<file path="src/rtl/dtdc_pkg.sv">
`default_nettype none

package dtdc_pkg;

   localparam int CHAR_W   = 8;
   localparam int DAY_W    = 7;
   localparam int MONTH_W  = 4;
   localparam int DAYS_W   = 22;
   localparam int MLEN_W   = 5;
   localparam int MSTART_W = 9;

   localparam logic [CHAR_W-1:0] CHAR_DOT  = 8'h2E;
   localparam logic [CHAR_W-1:0] CHAR_ZERO = 8'h30;
   localparam logic [CHAR_W-1:0] CHAR_NINE = 8'h39;

   localparam logic [MONTH_W-1:0] MONTH_FEB = 4'd2;
   localparam logic [MONTH_W-1:0] MONTH_DEC = 4'd12;
   localparam logic [MLEN_W-1:0]  FEB_LEAP_LEN = 5'd29;

   localparam int DAYS_PER_YEAR = 365;

   // floor(x / 100) == (x * RECIP_100) >> RECIP_SHIFT for x below 199728
   localparam int RECIP_W     = 18;
   localparam int RECIP_SHIFT = 24;
   localparam logic [RECIP_W-1:0] RECIP_100 = 18'd167773;

   typedef enum logic [1:0] {
      FIELD_DAY,
      FIELD_MONTH,
      FIELD_YEAR
   } field_type;

   typedef struct packed {
      logic                 pre_ok;
      logic [DAY_W-1:0]     day;
      logic [MONTH_W-1:0]   month;
   } date_type;

   function automatic logic [MLEN_W-1:0] month_len(input logic [MONTH_W-1:0] m);
      logic [MLEN_W-1:0] len;
      case (m)
         4'd2:                     len = 5'd28;
         4'd4, 4'd6, 4'd9, 4'd11:  len = 5'd30;
         default:                  len = 5'd31;
      endcase
      return len;
   endfunction

   function automatic logic [MSTART_W-1:0] month_start(input logic [MONTH_W-1:0] m);
      logic [MSTART_W-1:0] s;
      case (m)
         4'd2:    s = 9'd31;
         4'd3:    s = 9'd59;
         4'd4:    s = 9'd90;
         4'd5:    s = 9'd120;
         4'd6:    s = 9'd151;
         4'd7:    s = 9'd181;
         4'd8:    s = 9'd212;
         4'd9:    s = 9'd243;
         4'd10:   s = 9'd273;
         4'd11:   s = 9'd304;
         4'd12:   s = 9'd334;
         default: s = 9'd0;
      endcase
      return s;
   endfunction

endpackage

`default_nettype wire

</file>
<file path="src/rtl/dtdc_parse.sv">
`default_nettype none

module dtdc_parse #(
   parameter int YEAR_DIGITS_MAX = 4,
   localparam int YEAR_W = $clog2(10 ** YEAR_DIGITS_MAX),
   localparam int YCNT_W = $clog2(YEAR_DIGITS_MAX + 1)
) (
   input  wire logic                          clock,
   input  wire logic                          reset,
   input  wire logic                          char_valid,
   output logic                               char_ready,
   input  wire logic [dtdc_pkg::CHAR_W-1:0]   char_code,
   input  wire logic                          char_last,
   output logic                               date_valid,
   input  wire logic                          date_ready,
   output dtdc_pkg::date_type                 date,
   output logic [YEAR_W-1:0]                  date_year
);

   // input register
   logic                        in_v_ff, in_v_in;
   logic [dtdc_pkg::CHAR_W-1:0] char_ff;
   logic                        last_ff;

   // parser state
   dtdc_pkg::field_type          fi_ff, fi_in;
   logic [dtdc_pkg::DAY_W-1:0]   dv_ff, dv_in;
   logic [1:0]                   dd_ff, dd_in;
   logic [dtdc_pkg::DAY_W-1:0]   mv_ff, mv_in;
   logic [1:0]                   md_ff, md_in;
   logic [YEAR_W-1:0]            yv_ff, yv_in;
   logic [YCNT_W-1:0]            yd_ff, yd_in;
   logic                         fe_ff, fe_in;

   // finished date register
   logic                d_v_ff, d_v_in;
   dtdc_pkg::date_type  date_ff, date_in;
   logic [YEAR_W-1:0]   year_ff;

   logic       go;
   logic       is_dot, is_digit;
   logic [3:0] dig;

   assign go         = in_v_ff && (!last_ff || !d_v_ff || date_ready);
   assign char_ready = !in_v_ff || go;
   assign in_v_in    = char_ready ? char_valid : in_v_ff;
   assign d_v_in     = (go && last_ff) ? 1'b1 : (date_ready ? 1'b0 : d_v_ff);

   assign is_dot   = (char_ff == dtdc_pkg::CHAR_DOT);
   assign is_digit = (char_ff >= dtdc_pkg::CHAR_ZERO) && (char_ff <= dtdc_pkg::CHAR_NINE);
   assign dig      = char_ff[3:0];

   always_comb begin
      fi_in = fi_ff;
      dv_in = dv_ff;
      dd_in = dd_ff;
      mv_in = mv_ff;
      md_in = md_ff;
      yv_in = yv_ff;
      yd_in = yd_ff;
      fe_in = fe_ff;
      if (is_dot) begin
         case (fi_ff)
            dtdc_pkg::FIELD_DAY:   fi_in = dtdc_pkg::FIELD_MONTH;
            dtdc_pkg::FIELD_MONTH: fi_in = dtdc_pkg::FIELD_YEAR;
            default:               fe_in = 1'b1;
         endcase
      end else if (is_digit) begin
         case (fi_ff)
            dtdc_pkg::FIELD_DAY: begin
               if (dd_ff >= 2'd2) begin
                  fe_in = 1'b1;
               end else begin
                  dv_in = dtdc_pkg::DAY_W'({dv_ff, 3'b000}) + dtdc_pkg::DAY_W'({dv_ff, 1'b0})
                        + dtdc_pkg::DAY_W'(dig);
                  dd_in = dd_ff + 2'd1;
               end
            end
            dtdc_pkg::FIELD_MONTH: begin
               if (md_ff >= 2'd2) begin
                  fe_in = 1'b1;
               end else begin
                  mv_in = dtdc_pkg::DAY_W'({mv_ff, 3'b000}) + dtdc_pkg::DAY_W'({mv_ff, 1'b0})
                        + dtdc_pkg::DAY_W'(dig);
                  md_in = md_ff + 2'd1;
               end
            end
            default: begin
               if (yd_ff >= YCNT_W'(YEAR_DIGITS_MAX)) begin
                  fe_in = 1'b1;
               end else begin
                  yv_in = YEAR_W'({yv_ff, 3'b000}) + YEAR_W'({yv_ff, 1'b0}) + YEAR_W'(dig);
                  yd_in = yd_ff + YCNT_W'(1);
               end
            end
         endcase
      end else begin
         fe_in = 1'b1;
      end
   end

   // everything but the day's upper limit for its month is checked here
   always_comb begin
      date_in.pre_ok = !fe_in && (fi_in == dtdc_pkg::FIELD_YEAR)
                     && (dd_in != 2'd0) && (md_in != 2'd0) && (yd_in != '0)
                     && (mv_in != '0) && (mv_in <= dtdc_pkg::DAY_W'(dtdc_pkg::MONTH_DEC))
                     && (yv_in != '0) && (dv_in != '0);
      date_in.day    = dv_in;
      date_in.month  = mv_in[dtdc_pkg::MONTH_W-1:0];
   end

   always_ff @(posedge clock) begin
      if (reset) begin
         in_v_ff <= 1'b0;
         d_v_ff  <= 1'b0;
         fi_ff   <= dtdc_pkg::FIELD_DAY;
         dv_ff   <= '0;
         dd_ff   <= '0;
         mv_ff   <= '0;
         md_ff   <= '0;
         yv_ff   <= '0;
         yd_ff   <= '0;
         fe_ff   <= 1'b0;
      end else begin
         in_v_ff <= in_v_in;
         d_v_ff  <= d_v_in;
         if (go) begin
            if (last_ff) begin
               fi_ff <= dtdc_pkg::FIELD_DAY;
               dv_ff <= '0;
               dd_ff <= '0;
               mv_ff <= '0;
               md_ff <= '0;
               yv_ff <= '0;
               yd_ff <= '0;
               fe_ff <= 1'b0;
            end else begin
               fi_ff <= fi_in;
               dv_ff <= dv_in;
               dd_ff <= dd_in;
               mv_ff <= mv_in;
               md_ff <= md_in;
               yv_ff <= yv_in;
               yd_ff <= yd_in;
               fe_ff <= fe_in;
            end
         end
      end
   end

   always_ff @(posedge clock) begin
      if (char_ready && char_valid) begin
         char_ff <= char_code;
         last_ff <= char_last;
      end
      if (go && last_ff) begin
         date_ff <= date_in;
         year_ff <= yv_in;
      end
   end

   assign date_valid = d_v_ff;
   assign date       = date_ff;
   assign date_year  = year_ff;

   a_clear_after_last: assert property (@(posedge clock) disable iff (reset)
      go && last_ff |=> fi_ff == dtdc_pkg::FIELD_DAY && dd_ff == 2'd0 && md_ff == 2'd0
                        && yd_ff == '0 && !fe_ff)
      else $error("parser state not cleared after last character");

   a_stall_cause: assert property (@(posedge clock) disable iff (reset)
      !char_ready |-> in_v_ff && last_ff && d_v_ff && !date_ready)
      else $error("character stalled without a held date");

   a_pre_ok_range: assert property (@(posedge clock) disable iff (reset)
      d_v_ff && date_ff.pre_ok |-> date_ff.month != '0 && date_ff.month <= dtdc_pkg::MONTH_DEC
                                   && date_ff.day != '0)
      else $error("date marked good with month or day out of range");

endmodule

`default_nettype wire

</file>
<file path="src/rtl/dtdc_calc.sv">
`default_nettype none

module dtdc_calc #(
   parameter int YEAR_DIGITS_MAX = 4,
   localparam int YEAR_W = $clog2(10 ** YEAR_DIGITS_MAX),
   localparam int PROD_W = YEAR_W + dtdc_pkg::RECIP_W,
   localparam int REM_W  = YEAR_W + 7
) (
   input  wire logic                          clock,
   input  wire logic                          reset,
   input  wire logic                          date_valid,
   output logic                               date_ready,
   input  wire dtdc_pkg::date_type            date,
   input  wire logic [YEAR_W-1:0]             date_year,
   output logic                               res_valid,
   input  wire logic                          res_ready,
   output logic                               res_ok,
   output logic [dtdc_pkg::DAYS_W-1:0]        res_days
);

   logic                c_v_ff, c_v_in;
   dtdc_pkg::date_type  c_date_ff;
   logic [YEAR_W-1:0]   c_p_ff, c_q_ff;

   logic                         o_v_ff, o_v_in;
   logic                         o_ok_ff, o_ok_in;
   logic [dtdc_pkg::DAYS_W-1:0]  o_days_ff, o_days_in;

   logic                 o_free, c_free;
   logic [YEAR_W-1:0]    p, q;
   logic [PROD_W-1:0]    prod;
   logic [REM_W-1:0]     rem;
   logic                 cent, leap;
   logic [dtdc_pkg::MLEN_W-1:0]  lim;
   logic [dtdc_pkg::DAYS_W-1:0]  sum;

   assign o_free     = !o_v_ff || res_ready;
   assign c_free     = !c_v_ff || o_free;
   assign date_ready = c_free;
   assign c_v_in     = c_free ? date_valid : c_v_ff;
   assign o_v_in     = o_free ? c_v_ff : o_v_ff;

   // years before the date, and their hundreds by reciprocal multiply
   assign p    = date_year - YEAR_W'(1);
   assign prod = PROD_W'(p) * PROD_W'(dtdc_pkg::RECIP_100);
   assign q    = YEAR_W'(prod >> dtdc_pkg::RECIP_SHIFT);

   // year divisible by 100 when p leaves 99, by 400 when also q leaves 3 mod 4
   assign rem  = REM_W'(c_p_ff) - REM_W'(c_q_ff) * REM_W'(100);
   assign cent = (rem == REM_W'(99));
   assign leap = ((c_p_ff[1:0] == 2'b11) && !cent) || (cent && (c_q_ff[1:0] == 2'b11));

   assign lim = (c_date_ff.month == dtdc_pkg::MONTH_FEB && leap)
                ? dtdc_pkg::FEB_LEAP_LEN : dtdc_pkg::month_len(c_date_ff.month);

   assign sum = dtdc_pkg::DAYS_W'(c_p_ff) * dtdc_pkg::DAYS_W'(dtdc_pkg::DAYS_PER_YEAR)
              + dtdc_pkg::DAYS_W'(c_p_ff >> 2)
              - dtdc_pkg::DAYS_W'(c_q_ff)
              + dtdc_pkg::DAYS_W'(c_q_ff >> 2)
              + dtdc_pkg::DAYS_W'(dtdc_pkg::month_start(c_date_ff.month))
              + dtdc_pkg::DAYS_W'(leap && (c_date_ff.month > dtdc_pkg::MONTH_FEB))
              + dtdc_pkg::DAYS_W'(c_date_ff.day)
              - dtdc_pkg::DAYS_W'(1);

   assign o_ok_in   = c_date_ff.pre_ok && (c_date_ff.day <= dtdc_pkg::DAY_W'(lim));
   assign o_days_in = o_ok_in ? sum : '0;

   always_ff @(posedge clock) begin
      if (reset) begin
         c_v_ff <= 1'b0;
         o_v_ff <= 1'b0;
      end else begin
         c_v_ff <= c_v_in;
         o_v_ff <= o_v_in;
      end
   end

   always_ff @(posedge clock) begin
      if (c_free && date_valid) begin
         c_date_ff <= date;
         c_p_ff    <= p;
         c_q_ff    <= q;
      end
      if (o_free && c_v_ff) begin
         o_ok_ff   <= o_ok_in;
         o_days_ff <= o_days_in;
      end
   end

   assign res_valid = o_v_ff;
   assign res_ok    = o_ok_ff;
   assign res_days  = o_days_ff;

   a_reject_zero: assert property (@(posedge clock) disable iff (reset)
      o_v_ff && !o_ok_ff |-> o_days_ff == '0)
      else $error("rejected date with nonzero day count");

   a_ok_needs_pre: assert property (@(posedge clock) disable iff (reset)
      o_free && c_v_ff && !c_date_ff.pre_ok |=> !o_ok_ff)
      else $error("date accepted although format checks failed");

endmodule

`default_nettype wire

</file>
<file path="src/rtl/date_text_to_day_count.sv">
// date_text_to_day_count
//
// Reads a date written as text D.M.Y, one ASCII character per request on the
// req_ channel, with req_tlast high on the final character. Day and month take
// one or two digits, the year one to YEAR_DIGITS_MAX digits. Each text gives
// exactly one result on the rsp_ channel: rsp_tuser says whether the text was
// a valid proleptic Gregorian date, rsp_tdata holds the days from 1.1.1 to it
// (zero when rejected). Characters that are not the last give no result.
//
// Throughput is one character per cycle while the pipeline is not stalled. The
// last character passes through the input register and field parser into the
// finished date register, a stage that splits off the century count with one
// constant multiply, then the day-count sum into the output register.
// Each stage holds its contents while the next one is full, so a stalled
// rsp_tready backs up the pipeline; characters that are not the last keep
// flowing until a finished date has nowhere to go.
// Reset empties the pipeline and returns the parser to the start of a date.
`default_nettype none

module date_text_to_day_count #(
   parameter int YEAR_DIGITS_MAX = 4
) (
   input  wire logic        clock,
   input  wire logic        reset,
   input  wire logic        req_tvalid,
   output logic             req_tready,
   input  wire logic [7:0]  req_tdata,   // [7:0] char_code
   input  wire logic        req_tlast,   // is_last
   output logic             rsp_tvalid,
   input  wire logic        rsp_tready,
   output logic [23:0]      rsp_tdata,   // [21:0] days_passed, [23:22] zero
   output logic             rsp_tuser    // date_valid
);

   localparam int YEAR_W = $clog2(10 ** YEAR_DIGITS_MAX);

   logic                         date_valid, date_ready;
   dtdc_pkg::date_type           date;
   logic [YEAR_W-1:0]            date_year;
   logic [dtdc_pkg::DAYS_W-1:0]  res_days;

   dtdc_parse #(
      .YEAR_DIGITS_MAX (YEAR_DIGITS_MAX)
   ) u_parse (
      .clock      (clock),
      .reset      (reset),
      .char_valid (req_tvalid),
      .char_ready (req_tready),
      .char_code  (req_tdata),
      .char_last  (req_tlast),
      .date_valid (date_valid),
      .date_ready (date_ready),
      .date       (date),
      .date_year  (date_year)
   );

   dtdc_calc #(
      .YEAR_DIGITS_MAX (YEAR_DIGITS_MAX)
   ) u_calc (
      .clock      (clock),
      .reset      (reset),
      .date_valid (date_valid),
      .date_ready (date_ready),
      .date       (date),
      .date_year  (date_year),
      .res_valid  (rsp_tvalid),
      .res_ready  (rsp_tready),
      .res_ok     (rsp_tuser),
      .res_days   (res_days)
   );

   assign rsp_tdata = {2'b00, res_days};

endmodule

`default_nettype wire
</file>
<file path="config.mk">
export PLATFORM = sky130hd
export DESIGN_NAME = date_text_to_day_count
export DESIGN_NICKNAME = d
export VERILOG_FILES = /design/src/rtl/dtdc_pkg.sv /design/src/rtl/dtdc_parse.sv /design/src/rtl/dtdc_calc.sv /design/src/rtl/date_text_to_day_count.sv
export SDC_FILE = /design/constraint.sdc
export NUM_CORES = 1
export LEC_CHECK = 0
export BUFFER_PORTS_ARGS = -buffer_cell sky130_fd_sc_hd__buf_4
export CORE_UTILIZATION = 59
export CTS_CLUSTER_DIAMETER = 80
export CTS_CLUSTER_SIZE = 28
export DETAILED_ROUTE_END_ITERATION = 6
export GPL_TIMING_DRIVEN = 0
export HOLD_SLACK_MARGIN = 0.03
export PLACE_DENSITY = 0.79
export SLEW_MARGIN = 5
export SYNTH_ARGS = -nofsm -noshare
export SYNTH_HDL_FRONTEND = slang
export SYNTH_SLANG_ARGS = --single-unit
</file>
<file path="constraint.sdc">
create_clock -name clock -period 9.15 [get_ports clock]
set_input_delay 1.83 -clock clock [delete_from_list [all_inputs] [get_ports clock]]
set_output_delay 1.83 -clock clock [all_outputs]
set_load 0.05 [all_outputs]
</file>
==> out/results.ini <==
[drt]
drc = 0
wl_per_cell_um = 17.0
vias = 11300
avgViaCountPerCell = 5.57
routed_wl_mm = 34.5
detail-route-antenna-nets = 0
drtIter0Drc = 604
dr.pass1.iters = 5

[sta]
finalCritPeriodShare_pct = 96.4
period_needed_ps = 8820
fmax_mhz = 113
tightest_slew_ps = 1280
finalHoldViolCount = 0
fin_skew_ps = 12.5
finalSetupViolCount = 0
fin_ws_ps = 333
rsz0062_at_grt = yes
slew_headroom_pct = 14.6
drv_slew = 0

[yosys]
ys_warn_count = 0
async_flop_share_pct = 0
synth.top_cell.area_share_pct = 24.2
syn_area_mm2 = 0.0164
seq_area_frac_synth_pct = 23.1
netlist-cell-type-count = 69
ys_top_cells_by_area = ha_1 24%, fa_1 23%, edfxtp_1 17%, inv_1 6.8%, dfxtp_1 6.2%
synth_area_leader_cell = ha_1
syn-instance-count = 1561
synth_flop_cell = edfxtp_1
synth.most_common_cell = ha_1
syn_avg_cell_area_um2 = 10.5
synth_edf_count = 92
synth-seq-cells = 143
synth_commonest_cells = 317 x ha_1, 299 x inv_1, 189 x fa_1

[cells_and_area]
n_fill_cell = 2006
final_layout_size_suffix_gt1_share_pct = 8.91
postLayoutCellArea_mm2 = 0.0180
nNetsFinal = 2156
area_delta_synth_final_pct = 9.93
antenna_cells = 0

[clock_network]
ctsHoldBuffers = 0
clockBufferDepth = 2
tritoncts = yes
h-tree-depth = 4
cts.root.buffer_cell = clkbuf_16
clk_pin_slew_ps = 70
numCtsBuffers = 17
clkLatencyLatePin_ps = 430
clkSinkCount = 143

[global_route]
grt_pass1_wl_mm = 57.0
grt_pass1_vias = 11900
antenna_found_initial = 0
grt_overflow = 0
grt_max_degree = 35
track_usage_pct = 25.5

[worst_setup_path]
slowest_delay_ps = 560
path_class = flip-flop to flip-flop
start_kind = flip-flop
cp_common_cell = ha_1
slowest_stage = fa_2
arrival_ps = 9000
crit_required_ps = 9330
critPathCaptureType = flip-flop
cp_max_fo = 4

[die]
start_util_pct = 60.6
fp.dieH_um = 169
rows = 60
die_x_um = 169
ioPinCount = 40
dieArea_mm2 = 0.0285
fp.coreArea_mm2 = 0.0271

[place]
dp_hpwl_mm = 27.1
gp_congestion = 0.894
dpl_cell_area_mm2 = 0.0172
pre_cts_ws_ps = -958
portBuffers = 37

[power]
pwr_density_cell_mw_per_mm2 = 180
ir_drop_uv = 165
p_leak_uw = 0.00875

[hold_path]
hp-class = flip-flop to flip-flop

[run_status]
status = completed

[flow_run]
maxCapViolCount = 0

## final timing paths
path | start | to | slack, ps | cells past startpoint
min reg2reg | u_parse.date[11]$_DFFE_PP_ | u_calc.c_date_ff[11]$_DFFE_PP_ | 420 | 0
min | u_parse.date[11]$_DFFE_PP_ | u_calc.c_date_ff[11]$_DFFE_PP_ | 420 | 0
max | u_calc.c_q_ff[3]$_DFFE_PP_ | u_calc.res_days[20]$_SDFFCE_PN0P_ | 330 | 37
max reg2reg | u_calc.c_q_ff[3]$_DFFE_PP_ | u_calc.res_days[20]$_SDFFCE_PN0P_ | 330 | 37
## registers in the layout (all words and copies together), names as in the netlist, 3 cells and up, named ones only
signal / count
u_calc.c_date_ff: 12
u_calc.c_p_ff: 14
u_calc.c_q_ff: 8
u_calc.res_days: 22
u_parse.char_ff: 8
u_parse.date: 12
u_parse.date_year: 14
u_parse.dv_ff: 7
u_parse.mv_ff: 7
u_parse.yd_ff: 3
u_parse.yv_ff: 14
## through the flow
stage	hold slack, ps	cells	util [%]	power, uW	TNS (ps)
after global routing	421	2022	66.6	3530	-433
final	417	2022	66.6	3250	0
after floorplan	400	1562	-	2040	0
after detailed placement	405	1972	63.4	2410	-6070
after global placement	403	1971	63.3	2340	-3130
after CTS	417	2012	65.9	3150	0
## timing repair
item                       CTS  global route
buffers inserted             8            10
setup endpoints to repair   16            17
pin swaps                    3            19
gates resized for setup     10            27
## report_power, final
part,total (uW),internal (uW),switching [uW]
combinational,1860,831,1020
clock,668,383,285
sequential,721,706,15.7
## layout by cell type (no fill, tap or decap), types with 33 or more instances in the layout
master / netlist / layout
ha_1: 317 / 314
buf_4: 2 / 57
xnor2_1: 44 / 42
nor2_1: 104 / 104
nor3_1: 33 / 33
edfxtp_1: 92 / 92
dfxtp_1: 51 / 51
fa_1: 189 / 184
inv_1: 299 / 296
a21oi_1: 56 / 52
nand2_1: 45 / 45
o21ai_0: 45 / 39
## cell families after synthesis
group,count (synthesis),share of synthesized area (%)
other cells,1,0.0228
xor+xnor,65,3.47
mux,23,1.53
compound gates,215,8.51
flops,143,23.1
fa+ha+maj,506,47.2
simple gates,289,8.80
buf+inv,319,7.39
## routing by layer
metal	GRT usage, %	vias up	part of all wire (%)
li1	-	5411	-
met1	31.4	5509	41
met2	45.7	272	51
met3	3.55	80	4.3
met4	9.21	0	2.9
met5	0	-	0
## final cells by class
class                           count  area (um^2)  area share (%)
Buffer                             20         91.3           0.506
Inverter                          299         1130            6.24
Sequential cell                   143         3780            21.0
Clock buffer                       22          487            2.70
Timing Repair Buffer               56          428            2.37
Clock inverter                     10         75.1           0.416
Multi-Input combinational cell   1100        11600            64.2
Tap cell                          372          465            2.58
## worst max-delay path, delay by kind of cell (launching register included)
kind | cells | cell delay, ps
fa+ha+maj | 12 | 4210
compound gates | 9 | 2170
buf+inv | 8 | 840
simple gates | 6 | 660
flops | 1 | 420
xor+xnor | 1 | 160
mux | 1 | 120
Note: power is estimated with default switching activity, not from simulation.
